## config.mk

```make
export PLATFORM = sky130hd
export DESIGN_NAME = bwt_occurrence_interleaver
export DESIGN_NICKNAME = d
export VERILOG_FILES = /design/src/hdl/boi_pkg.sv /design/src/hdl/bwt_occurrence_interleaver.sv /design/src/hdl/boi_front.sv /design/src/hdl/boi_queue.sv /design/src/hdl/boi_back.sv
export SDC_FILE = /design/constraint.sdc
export NUM_CORES = 1
export LEC_CHECK = 0
export BUFFER_PORTS_ARGS = -buffer_cell sky130_fd_sc_hd__buf_2
export CORE_ASPECT_RATIO = 0.75
export CORE_MARGIN = 10
export CORE_UTILIZATION = 29
export CTS_CLUSTER_DIAMETER = 150
export DETAILED_ROUTE_END_ITERATION = 10
export GPL_ROUTABILITY_DRIVEN = 0
export PLACE_DENSITY = 0.43
export SLEW_MARGIN = 40
export SYNTH_ARGS = -nofsm -noshare
export SYNTH_HDL_FRONTEND = slang
export SYNTH_SLANG_ARGS = --single-unit
```

## constraint.sdc

```tcl
create_clock -name clk -period 20.3 [get_ports clk]
set_clock_uncertainty 0.1 [all_clocks]
set_input_delay 0 -clock clk [delete_from_list [all_inputs] [get_ports clk]]
set_output_delay 0 -clock clk [all_outputs]
set_load 0.02 [all_outputs]
```

## src/hdl/boi_pkg.sv

```systemverilog
// Shared types and constants for the occurrence-table interleaver.
// Depends on nothing; every other file of the block imports it.
package boi_pkg;

  localparam int SYMS_PER_WORD        = 16;
  localparam int HALF_BITS            = 32;
  localparam int HIST_BITS            = 5;
  localparam int NUM_SYMBOLS          = 4;
  localparam int COUNT_BEATS          = 8;
  localparam int QUEUE_DEPTH          = 4;
  localparam int QUEUE_PTR_BITS       = $clog2(QUEUE_DEPTH);
  localparam int OCC_INTERVAL_DEFAULT = 128;
  localparam int COUNT_BITS_DEFAULT   = 64;

  localparam logic [2:0] LAST_COUNT_BEAT = 3'(COUNT_BEATS - 1);
  localparam logic       KIND_COUNT      = 1'b0;
  localparam logic       KIND_DATA       = 1'b1;

  typedef struct packed {
    logic [31:0] packed_word;
    logic [4:0]  valid_symbols;
    logic        final_word;
  } in_beat_t;

  typedef struct packed {
    logic [31:0] out_word;
    logic        word_kind;
    logic        end_of_stream;
  } out_beat_t;

  // One classified word on its way from the front to the back.
  typedef struct packed {
    logic [31:0]                                packed_word;
    logic                                       has_data;
    logic                                       open_interval;
    logic                                       last;
    logic [NUM_SYMBOLS-1:0][HIST_BITS-1:0]      hist;
  } job_t;

endpackage

```

## src/hdl/bwt_occurrence_interleaver.sv

```systemverilog
// Occurrence-table interleaver, top level.
// Input words are registered in the queue, output beats in the output register.
// Throughput: one output beat per cycle, set by the back-end sequencer, while the
// queue holds words and out_ready is high; an interval of W words gives W+8 beats.
// Synchronous reset (rst): counts, interval position, queue and out_valid clear.
// Depends on boi_pkg, boi_front, boi_queue and boi_back.
module bwt_occurrence_interleaver #(
  parameter int OCC_INTERVAL = boi_pkg::OCC_INTERVAL_DEFAULT,
  parameter int COUNT_BITS   = boi_pkg::COUNT_BITS_DEFAULT
) (
  input  logic               clk,
  input  logic               rst,
  input  logic               in_valid,
  output logic               in_ready,
  input  boi_pkg::in_beat_t  in_beat,
  output logic               out_valid,
  input  logic               out_ready,
  output boi_pkg::out_beat_t out_beat
);
  import boi_pkg::*;

  // The front end classifies each input beat: it builds a histogram of the
  // counted symbols and notes whether the word opens a new interval. Empty
  // words that are not final are dropped there, since they change nothing.
  logic push;
  job_t push_job;
  logic queue_full;

  // The queue decouples the two halves, so the front keeps taking words while
  // the back is busy writing an eight-beat count block, until the queue fills.
  logic pop;
  logic head_valid;
  job_t head;

  boi_front #(
    .OCC_INTERVAL(OCC_INTERVAL)
  ) u_front (
    .clk       (clk),
    .rst       (rst),
    .in_valid  (in_valid),
    .in_ready  (in_ready),
    .in_beat   (in_beat),
    .push      (push),
    .push_job  (push_job),
    .queue_full(queue_full)
  );

  boi_queue u_queue (
    .clk       (clk),
    .rst       (rst),
    .push      (push),
    .push_job  (push_job),
    .full      (queue_full),
    .pop       (pop),
    .head_valid(head_valid),
    .head      (head)
  );

  // The back end owns the running counts. For each queued word it writes the
  // interval counts if needed, then the data word if it has one (adding its histogram),
  // and for the final word the closing counts, after which the counts clear.
  boi_back #(
    .COUNT_BITS(COUNT_BITS)
  ) u_back (
    .clk       (clk),
    .rst       (rst),
    .head_valid(head_valid),
    .head      (head),
    .pop       (pop),
    .out_valid (out_valid),
    .out_ready (out_ready),
    .out_beat  (out_beat)
  );

endmodule

```

## src/hdl/boi_front.sv

```systemverilog
// Front end: accepts input beats, counts the valid symbols of each word and marks
// interval starts. Depends on boi_pkg.
module boi_front #(
  parameter int OCC_INTERVAL = boi_pkg::OCC_INTERVAL_DEFAULT
) (
  input  logic              clk,
  input  logic              rst,
  input  logic              in_valid,
  output logic              in_ready,
  input  boi_pkg::in_beat_t in_beat,
  output logic              push,
  output boi_pkg::job_t     push_job,
  input  logic              queue_full
);
  import boi_pkg::*;

  localparam int WORDS    = (OCC_INTERVAL / SYMS_PER_WORD < 1) ? 1 : OCC_INTERVAL / SYMS_PER_WORD;
  localparam int WII_BITS = (WORDS > 1) ? $clog2(WORDS) : 1;

  logic [WII_BITS-1:0]                   word_in_interval;
  logic [WII_BITS-1:0]                   word_in_interval_next;
  logic [WII_BITS:0]                     wii_sum;
  logic [4:0]                            valid_clamped;
  logic                                  has_data;
  logic                                  accept;
  logic [NUM_SYMBOLS-1:0][HIST_BITS-1:0] hist;

  assign in_ready      = !queue_full;
  assign accept        = in_valid && in_ready;
  assign valid_clamped = (in_beat.valid_symbols > 5'(SYMS_PER_WORD)) ?
                         5'(SYMS_PER_WORD) : in_beat.valid_symbols;
  assign has_data      = (valid_clamped != 5'd0);

  // Per-symbol histogram of the counted leading symbols.
  always_comb begin
    logic [1:0] sym;
    hist = '0;
    for (int j = 0; j < SYMS_PER_WORD; j++) begin
      sym = in_beat.packed_word[31 - 2*j -: 2];
      if (5'(j) < valid_clamped) begin
        hist[sym] = hist[sym] + HIST_BITS'(1);
      end
    end
  end

  assign push_job.hist          = hist;
  assign push_job.packed_word   = in_beat.packed_word;
  assign push_job.has_data      = has_data;
  assign push_job.open_interval = has_data && (word_in_interval == '0);
  assign push_job.last          = in_beat.final_word;

  // Empty words that do not end the sequence leave no trace.
  assign push = accept && (has_data || in_beat.final_word);

  assign wii_sum = {1'b0, word_in_interval} + (WII_BITS+1)'(1);

  always_comb begin
    word_in_interval_next = word_in_interval;
    if (has_data) begin
      word_in_interval_next = (wii_sum >= (WII_BITS+1)'(WORDS)) ? '0 : wii_sum[WII_BITS-1:0];
    end
    if (in_beat.final_word) begin
      word_in_interval_next = '0;
    end
  end

  always_ff @(posedge clk) begin
    if (rst) begin
      word_in_interval <= '0;
    end else if (accept) begin
      word_in_interval <= word_in_interval_next;
    end
  end

endmodule

```

## src/hdl/boi_queue.sv

```systemverilog
// Small FIFO of classified words between the front and back ends.
// Depends on boi_pkg.
module boi_queue (
  input  logic          clk,
  input  logic          rst,
  input  logic          push,
  input  boi_pkg::job_t push_job,
  output logic          full,
  input  logic          pop,
  output logic          head_valid,
  output boi_pkg::job_t head
);
  import boi_pkg::*;

  job_t                      entries [QUEUE_DEPTH];
  logic [QUEUE_PTR_BITS-1:0] wr_ptr;
  logic [QUEUE_PTR_BITS-1:0] rd_ptr;
  logic [QUEUE_PTR_BITS:0]   fill;
  logic                      do_pop;

  assign full       = (fill == (QUEUE_PTR_BITS+1)'(QUEUE_DEPTH));
  assign head_valid = (fill != '0);
  assign head       = entries[rd_ptr];
  assign do_pop     = pop && head_valid;

  always_ff @(posedge clk) begin
    if (push) begin
      entries[wr_ptr] <= push_job;
    end
  end

  always_ff @(posedge clk) begin
    if (rst) begin
      wr_ptr <= '0;
      rd_ptr <= '0;
      fill   <= '0;
    end else begin
      if (push) begin
        wr_ptr <= wr_ptr + QUEUE_PTR_BITS'(1);
      end
      if (do_pop) begin
        rd_ptr <= rd_ptr + QUEUE_PTR_BITS'(1);
      end
      unique case ({push, do_pop})
        2'b10:   fill <= fill + (QUEUE_PTR_BITS+1)'(1);
        2'b01:   fill <= fill - (QUEUE_PTR_BITS+1)'(1);
        default: fill <= fill;
      endcase
    end
  end

endmodule

```

## src/hdl/boi_back.sv

```systemverilog
// Back end: holds the running counts and sequences the output beats of each
// queued word (interval counts, data word, final counts). Depends on boi_pkg.
module boi_back #(
  parameter int COUNT_BITS = boi_pkg::COUNT_BITS_DEFAULT
) (
  input  logic               clk,
  input  logic               rst,
  input  logic               head_valid,
  input  boi_pkg::job_t      head,
  output logic               pop,
  output logic               out_valid,
  input  logic               out_ready,
  output boi_pkg::out_beat_t out_beat
);
  import boi_pkg::*;

  localparam logic [1:0] PH_IDLE = 2'd0;
  localparam logic [1:0] PH_INT  = 2'd1;
  localparam logic [1:0] PH_DATA = 2'd2;
  localparam logic [1:0] PH_FIN  = 2'd3;

  logic [COUNT_BITS-1:0] counts [NUM_SYMBOLS];
  logic [1:0]            state;
  logic [1:0]            state_next;
  logic [2:0]            beat_idx;
  logic [2:0]            beat_idx_next;
  logic [1:0]            phase;
  logic                  advance;
  logic                  fire;
  logic                  last_count_beat;
  logic [63:0]           count_sel;
  logic [31:0]           count_half;
  out_beat_t             beat;

  // In idle the head entry decides the first phase, so no bubble is lost.
  always_comb begin
    phase = state;
    if (state == PH_IDLE) begin
      if (!head_valid) begin
        phase = PH_IDLE;
      end else if (head.open_interval) begin
        phase = PH_INT;
      end else if (head.has_data) begin
        phase = PH_DATA;
      end else begin
        phase = PH_FIN;
      end
    end
  end

  assign advance         = !out_valid || out_ready;
  assign fire            = advance && (phase != PH_IDLE);
  assign last_count_beat = (beat_idx == LAST_COUNT_BEAT);

  assign count_sel  = 64'(counts[beat_idx[2:1]]);
  assign count_half = beat_idx[0] ? count_sel[63:32] : count_sel[31:0];

  always_comb begin
    beat.out_word      = count_half;
    beat.word_kind     = KIND_COUNT;
    beat.end_of_stream = (phase == PH_FIN) && last_count_beat;
    if (phase == PH_DATA) begin
      beat.out_word  = head.packed_word;
      beat.word_kind = KIND_DATA;
    end
  end

  always_comb begin
    state_next    = state;
    beat_idx_next = beat_idx;
    pop           = 1'b0;
    if (fire) begin
      unique case (phase)
        PH_INT: begin
          beat_idx_next = beat_idx + 3'd1;
          state_next    = PH_INT;
          if (last_count_beat) begin
            beat_idx_next = 3'd0;
            state_next    = PH_DATA;
          end
        end
        PH_DATA: begin
          beat_idx_next = 3'd0;
          if (head.last) begin
            state_next = PH_FIN;
          end else begin
            state_next = PH_IDLE;
            pop        = 1'b1;
          end
        end
        PH_FIN: begin
          beat_idx_next = beat_idx + 3'd1;
          state_next    = PH_FIN;
          if (last_count_beat) begin
            beat_idx_next = 3'd0;
            state_next    = PH_IDLE;
            pop           = 1'b1;
          end
        end
        default: begin
          state_next = PH_IDLE;
        end
      endcase
    end
  end

  always_ff @(posedge clk) begin
    if (rst) begin
      state     <= PH_IDLE;
      beat_idx  <= 3'd0;
      out_valid <= 1'b0;
      for (int s = 0; s < NUM_SYMBOLS; s++) begin
        counts[s] <= '0;
      end
    end else if (advance) begin
      out_valid <= fire;
      state     <= state_next;
      beat_idx  <= beat_idx_next;
      if (fire && (phase == PH_DATA)) begin
        for (int s = 0; s < NUM_SYMBOLS; s++) begin
          counts[s] <= counts[s] + COUNT_BITS'(head.hist[s]);
        end
      end
      if (fire && (phase == PH_FIN) && last_count_beat) begin
        for (int s = 0; s < NUM_SYMBOLS; s++) begin
          counts[s] <= '0;
        end
      end
    end
  end

  always_ff @(posedge clk) begin
    if (fire) begin
      out_beat <= beat;
    end
  end

endmodule

```

==> results of run 1 <==
## layer usage
layer | GRT usage, % | up-vias
li1 | - | 13000
met1 | 27.0 | 13600
met2 | 23.3 | 846
met3 | 3.72 | 143
met4 | 3.00 | 2
met5 | 0 | -
## stage by stage
stage,cells,total power [mW]
6_report,5114,3.55
5_1_grt,5113,3.74
4_1_cts,5112,3.58
3_5_place_dp,4976,2.56
3_3_place_gp,4976,2.57
2_1_floorplan,3466,2.19
## area by class of cell
type                       count  area share, %
antenna                        1        0.00647
clock buffer                  71           3.90
clock inverter                28          0.572
inverter                      82          0.802
multi-input combinational   2686           49.4
sequential                   530           37.3
tap                         1554           5.02
timing repair buffer         162           3.01
## sequential cells by signal, summed over array words and instances (netlist names), 2 cells and up, named ones only
name                      count
u_back.counts               256
u_queue.entries             220
u_back.out_beat              34
u_back.beat_idx               3
u_front.word_in_interval      3
u_queue.fill                  3
u_back.state                  2
u_queue.rd_ptr                2
u_queue.wr_ptr                2
## worst max-delay path by stage
stage | startpoint | endpoint | slack (ps) | cells after the start
2_1_floorplan | in_beat[3] | u_queue.entries[0][9] | 5850 | 66
3_3_place_gp | in_beat[5] | u_queue.entries[0][9] | 3820 | 64
3_5_place_dp | in_beat[5] | u_queue.entries[0][9] | 3870 | 64
4_1_cts | in_beat[32] | u_queue.entries[0][9] | 4270 | 65
5_1_grt | in_beat[32] | u_queue.entries[0][9] | 3040 | 70
6_report | in_beat[32] | u_queue.entries[0][9] | 3930 | 66
## cells in the mapped netlist, drive strengths merged, types with 14 or more instances
master / number / share of area, %
nor2: 457 / 5.0
edfxtp: 382 / 33
nand2: 349 / 3.8
xor2: 197 / 5.0
o21ai: 174 / 2.5
nand3: 159 / 2.3
a21oi: 151 / 2.3
dfxtp: 148 / 8.6
xnor2: 145 / 3.8
mux4: 140 / 9.2
clkbuf: 126 / 1.4
nor3: 95 / 1.5
inv: 81 / 0.88
mux2i: 76 / 2.2
and3: 64 / 1.2
or3: 64 / 1.2
nand4: 58 / 1.1
ha: 43 / 1.6
and2: 42 / 0.76
buf: 42 / 0.61
nand2b: 39 / 0.71
a211oi: 32 / 0.73
a21o: 22 / 0.48
mux2: 22 / 0.73
or2: 22 / 0.40
a31oi: 21 / 0.40
o211ai: 21 / 0.46
nor2b: 20 / 0.36
nor4: 20 / 0.41
o22ai: 20 / 0.40
and4: 18 / 0.46
o31ai: 14 / 0.32
## critical path: cells and delay by family
family | cells | cell delay (ps)
multiplexers | 15 | 6370
AO/OA/AOI/OAI | 16 | 2980
adder cells (fa/ha/maj) | 9 | 2800
AND/OR/NAND/NOR | 15 | 2120
XOR/XNOR | 6 | 1390
buffers and inverters | 5 | 1040
## kinds of logic (layout without fill, tap and decap cells)
logic type	Yosys count	after routing
AND/OR/NAND/NOR	1440	1440
AO/OA/AOI/OAI	612	612
flip-flops	530	530
XOR/XNOR	348	348
buffers and inverters	250	343
multiplexers	238	238
adder cells (fa/ha/maj)	48	48
other	0	1
## power by group through the flow
| stage | clock (mW) | sequential [mW] | combinational, mW |
|---|---|---|---|
| after floorplan | 0 | 1.47 | 0.717 |
| after global placement | 0 | 1.47 | 1.10 |
| after detailed placement | 0 | 1.47 | 1.09 |
| after CTS | 1.03 | 1.45 | 1.11 |
| after global routing | 1.07 | 1.46 | 1.21 |
| final | 0.996 | 1.44 | 1.11 |
==> impl_metrics.py, run 1 <==
metrics = {
    "routing": {
        "routedLengthMet1_um": 60300,
        "routedWlPerCell_um": 23.0,
        "wirelength_um": 117000,
        "vias_per_cell": 5.38,
        "firstDrtPassIters": 8,
        "highest_layer": "met5",
        "vias": 27500,
        "drc": 0,
        "drt_iter0_markers": 2897,
        "wl_met2_um": 46900,
        "ant_nets": 0,
        "wl_met3_um": 8180,
    },
    "worst_setup_path": {
        "cp_max_fo": 17,
        "r2r-end": "u_back.counts[1][63]",
        "endpoint_kind": "flip-flop",
        "required_ps": 20620,
        "crit_type": "input pin to flip-flop",
        "max_stage_delay_ps": 570,
        "r2r_cells": 20,
        "slowest_stage": "mux4_2",
        "critPathLaunchType": "input pin",
        "worstPathArrival_ps": 16700,
        "r2r_slack_ps": 13510,
        "path_common_cell": "mux4_2",
    },
    "logic_synthesis": {
        "ys_types": 118,
        "synth_top_family_by_area": "simple AND/OR/NAND/NOR gates",
        "synthCells": 3466,
        "ys_seq_elements": 530,
        "synth_nets": 3556,
        "yosys_warnings": 0,
        "synth-xor-area-share_pct": 9.18,
        "synth-simple-area-share_pct": 20.0,
        "synthAdderAreaFrac_pct": 1.85,
        "synth_area_mm2": 0.0344,
        "synth-edff-count": 382,
        "async_flop_share_pct": 0,
        "syn_avg_cell_area_um2": 9.93,
        "synthFlopType": "edfxtp_1",
        "synth_compound_area_share_pct": 12.1,
        "synth_mux_area_share_pct": 12.1,
        "seq_area_frac_synth_pct": 42.0,
    },
    "sta": {
        "tightest_slew_ps": 877,
        "slew_headroom_pct": 41.5,
        "layout_setup_ws_ps": 3930,
        "holdWs_ps": 146,
        "maxSlewViolCount": 0,
        "final.setup.tns_ps": 0,
        "finalHoldViolCount": 0,
        "final.min_clock_period_ps": 16370,
        "fmax_mhz": 61.1,
        "grt_setup_unrepaired": "no",
        "setup_viol": 0,
        "post-route-period-util_pct": 80.7,
    },
    "floorplanning": {
        "ios": 78,
        "rows": 109,
        "core_area_mm2": 0.118,
        "die_area_mm2": 0.133,
        "die_h_um": 318,
        "fp.dieW_um": 418,
        "start_util_pct": 29.2,
    },
    "pwr": {
        "comb_power_share_pct": 31.3,
        "p_sw_share_pct": 35.7,
        "seq_power_share_pct": 40.7,
        "power_leakage_nw": 12.7,
        "power_density_mw_per_mm2": 91.8,
        "p_switching_mw": 1.27,
        "peakVddDrop_v": 0.0000537,
        "power.internal_mw": 2.29,
        "clkPwrFrac_pct": 28.0,
    },
    "cts": {
        "clk_pin_slew_ps": 60,
        "cts_buffers": 54,
        "cts_tree": "built",
        "clk_path_buf_depth": 3,
        "cts-root-buf": "clkbuf_16",
        "clock_sinks": 530,
        "h-tree-depth": 2,
        "cts_hold_buf": 37,
        "cts_resized": 0,
        "post-cts-setup-buffer-count": 0,
        "clock_latency_ps": 640,
    },
    "worst_hold_path": {
        "hold_class": "input pin to flip-flop",
        "holdPathEnd": "u_queue.entries[0][22]",
        "worstHoldStart": "in_beat[2]",
        "hold_depth": 4,
    },
    "place": {
        "place_area_mm2": 0.0365,
        "portBuffers": 77,
        "post-place-ws_ps": 3870,
        "hpwl_um": 86900,
    },
    "layout": {
        "multi_input_area_mm2": 0.0191,
        "final_cell_area_mm2": 0.0387,
        "seq_area_mm2": 0.0144,
        "fin_util_pct": 32.8,
        "n_fill_cell": 12200,
        "fin_nets": 3606,
        "layout_commonest_cell": "nor2_1",
        "drive_above_1_share_pct": 13.1,
        "syn_to_final_growth_pct": 12.5,
        "final_cell_mix": "nor2_1, edfxtp_1, nand2_1",
    },
    "status": {
        "outcome": "complete, no violations",
    },
    "global_route": {
        "antenna_found_initial": 4,
        "grt_max_degree": 89,
        "grt_pass1_vias": 26000,
        "grt_pass1_wl_um": 176000,
        "globalRouteOverflowTotal": 0,
        "track_usage_pct": 17.0,
    },
    "job": {
        "drv_cap": 0,
    },
}
(Power assumes the default switching activity.)
==> run 2: changes to the inputs <==
--- a/config.mk
+++ b/config.mk
@@ -12,7 +12,7 @@
 export CTS_CLUSTER_DIAMETER = 150
 export DETAILED_ROUTE_END_ITERATION = 10
 export GPL_ROUTABILITY_DRIVEN = 0
-export PLACE_DENSITY = 0.43
+export PLACE_DENSITY = 0.45
 export SLEW_MARGIN = 40
 export SYNTH_ARGS = -nofsm -noshare
 export SYNTH_HDL_FRONTEND = slang
==> constraint.sdc (replaced) <==
create_clock -name clk -period 13.97 [get_ports clk]
set_clock_uncertainty 0.1 [all_clocks]
set_input_delay 0 -clock clk [delete_from_list [all_inputs] [get_ports clk]]
set_output_delay 0 -clock clk [all_outputs]
set_load 0.02 [all_outputs]
==> run 2 against run 1 <==
Net effect: the flow now finishes with violations (negative setup slack); non-clock buffer count is 235 higher; clock power grew 51%; design area increased by 6.3%; clock-buffer cell count up 1; global-route usage is essentially flat; critical path depth fell by 3; flip-flop and latch count did not move; largest cell class unchanged; worst hold slack improved by 75 ps.
==> impl_metrics.py, run 2 (same netlist as run 1, synthesis figures left out) <==
metrics = {
    "routing": {
        "routedWlPerCell_um": 22.1,
        "drc": 0,
        "drt_iter0_markers": 2498,
        "vias": 28300,
        "ant_nets": 0,
        "wirelength_um": 118000,
        "firstDrtPassIters": 5,
        "vias_per_cell": 5.29,
    },
    "worst_setup_path": {
        "worstPathArrival_ps": 14630,
        "cp_max_fo": 5,
        "required_ps": 14200,
        "critPathLaunchType": "input pin",
        "crit_type": "input pin to flip-flop",
        "endpoint_kind": "flip-flop",
        "max_stage_delay_ps": 560,
        "path_common_cell": "mux4_2",
        "slowest_stage": "or4_4",
    },
    "layout": {
        "drive_above_1_share_pct": 20.8,
        "fin_nets": 3838,
        "syn_to_final_growth_pct": 19.6,
        "regMostFlops": "u_back.counts",
        "reg.largest.list": "u_back.counts (256), u_queue.entries (220), u_back.out_beat (34)",
        "fin_util_pct": 34.9,
        "final_cell_mix": "nor2_1, edfxtp_1, nand2_1",
        "layout_commonest_cell": "nor2_1",
        "final_cell_area_mm2": 0.0411,
        "largest_reg_flops": 256,
    },
    "cts": {
        "clock_sinks": 530,
        "clk_path_buf_depth": 3,
        "h-tree-depth": 2,
        "cts_tree": "built",
        "clk_pin_slew_ps": 70,
        "cts_buffers": 51,
        "clock_latency_ps": 610,
        "cts-root-buf": "clkbuf_16",
    },
    "place": {
        "portBuffers": 77,
        "post-place-ws_ps": -1120,
        "place_area_mm2": 0.0382,
        "hpwl_um": 87900,
    },
    "pwr": {
        "power.internal_mw": 3.65,
        "power_leakage_nw": 14.0,
        "clkPwrFrac_pct": 26.9,
        "p_total_mw": 5.58,
        "comb_power_share_pct": 35.4,
        "seq_power_share_pct": 37.7,
        "peakVddDrop_v": 0.0000860,
        "power_density_mw_per_mm2": 136,
        "p_sw_share_pct": 34.6,
        "p_switching_mw": 1.93,
    },
    "global_route": {
        "globalRouteOverflowTotal": 0,
        "grt_pass1_vias": 27000,
        "grt_pass1_wl_um": 177000,
        "grt_max_degree": 92,
        "antenna_found_initial": 0,
        "track_usage_pct": 17.1,
    },
    "sta": {
        "maxSlewViolCount": 0,
        "finalHoldViolCount": 0,
        "layout_setup_ws_ps": -434,
        "grt_setup_unrepaired": "yes",
        "post-route-period-util_pct": 103,
        "slew_headroom_pct": 42.5,
        "final.min_clock_period_ps": 14400,
        "fmax_mhz": 69.4,
        "tightest_slew_ps": 855,
        "setup_viol": 48,
        "final.setup.tns_ps": -14770,
    },
    "floorplanning": {
        "die_h_um": 318,
        "core_area_mm2": 0.118,
        "fp.dieW_um": 418,
        "ios": 78,
        "start_util_pct": 29.2,
        "rows": 109,
        "die_area_mm2": 0.133,
    },
    "status": {
        "outcome": "finished, violations left",
        "violations": "negative setup slack",
    },
    "worst_hold_path": {
        "hold_class": "input pin to flip-flop",
    },
    "job": {
        "drv_cap": 0,
    },
}
==> run 2: power groups by stage <==
stage	registers (mW)	clock network (mW)	logic, mW
final	2.11	1.50	1.97
after global routing	2.13	1.61	2.14
after CTS	2.11	1.54	1.88
after detailed placement	2.14	0	1.80
after global placement	2.15	0	1.80
after floorplan	2.14	0	1.08
==> run 2: layout make-up <==
| class | instances | area, um^2 |
|---|---|---|
| clock buffers | 72 | 1430 |
| well taps | 1554 | 1940 |
| fillers | 12000 | 76700 |
| flip-flops and latches | 530 | 14400 |
| clock inverters | 24 | 342 |
| inverters | 82 | 313 |
| multi-input cells | 2686 | 19700 |
| repair buffers | 397 | 2950 |
| diodes | 2 | 5.00 |
==> run 2: worst max-delay path, delay by kind of cell <==
| kind | cells | cell delay, ps |
|---|---|---|
| muxes | 17 | 6880 |
| adders and majority gates | 9 | 2260 |
| AOI/OAI and AO/OA | 13 | 1990 |
| buffers and inverters | 3 | 300 |
| and+or+nand+nor | 15 | 2020 |
| xor gates and xnor gates | 6 | 1130 |
==> run 2: per-stage QoR <==
| step | hold slack (ps) | instances |
|---|---|---|
| after floorplan | -1.13 | 3466 |
| after global placement | 286 | 5180 |
| after detailed placement | 277 | 5180 |
| after CTS | 184 | 5338 |
| after global routing | 210 | 5345 |
| final | 221 | 5347 |
==> run 2: worst paths after layout <==
check | from | to | slack [ps] | cells past startpoint
max | in_beat[2] | u_queue.entries[3][9] | -430 | 63
min reg2reg | u_back.beat_idx[1] | flip-flop | 380 | 2
min | in_beat[0] | u_queue.entries[0][20] | 220 | 2
max reg2reg | flip-flop | u_back.counts[2][62] | 7530 | 19
==> run 2: routing by layer <==
metal,vias to the layer above,track usage [%],share of wire (%)
met2,829,24.0,41
met3,127,3.29,7.0
met4,0,3.52,2.0
met5,-,0,0
li1,13400,-,-
met1,13900,26.6,50
==> run 2: what timing repair did <==
item,in CTS,in global routing
pin swaps,26,23
hold buffers,37,0
endpoints found under the hold margin,157,0
gates resized for setup,42,75
endpoints found under the setup margin,64,64
setup buffers,25,7
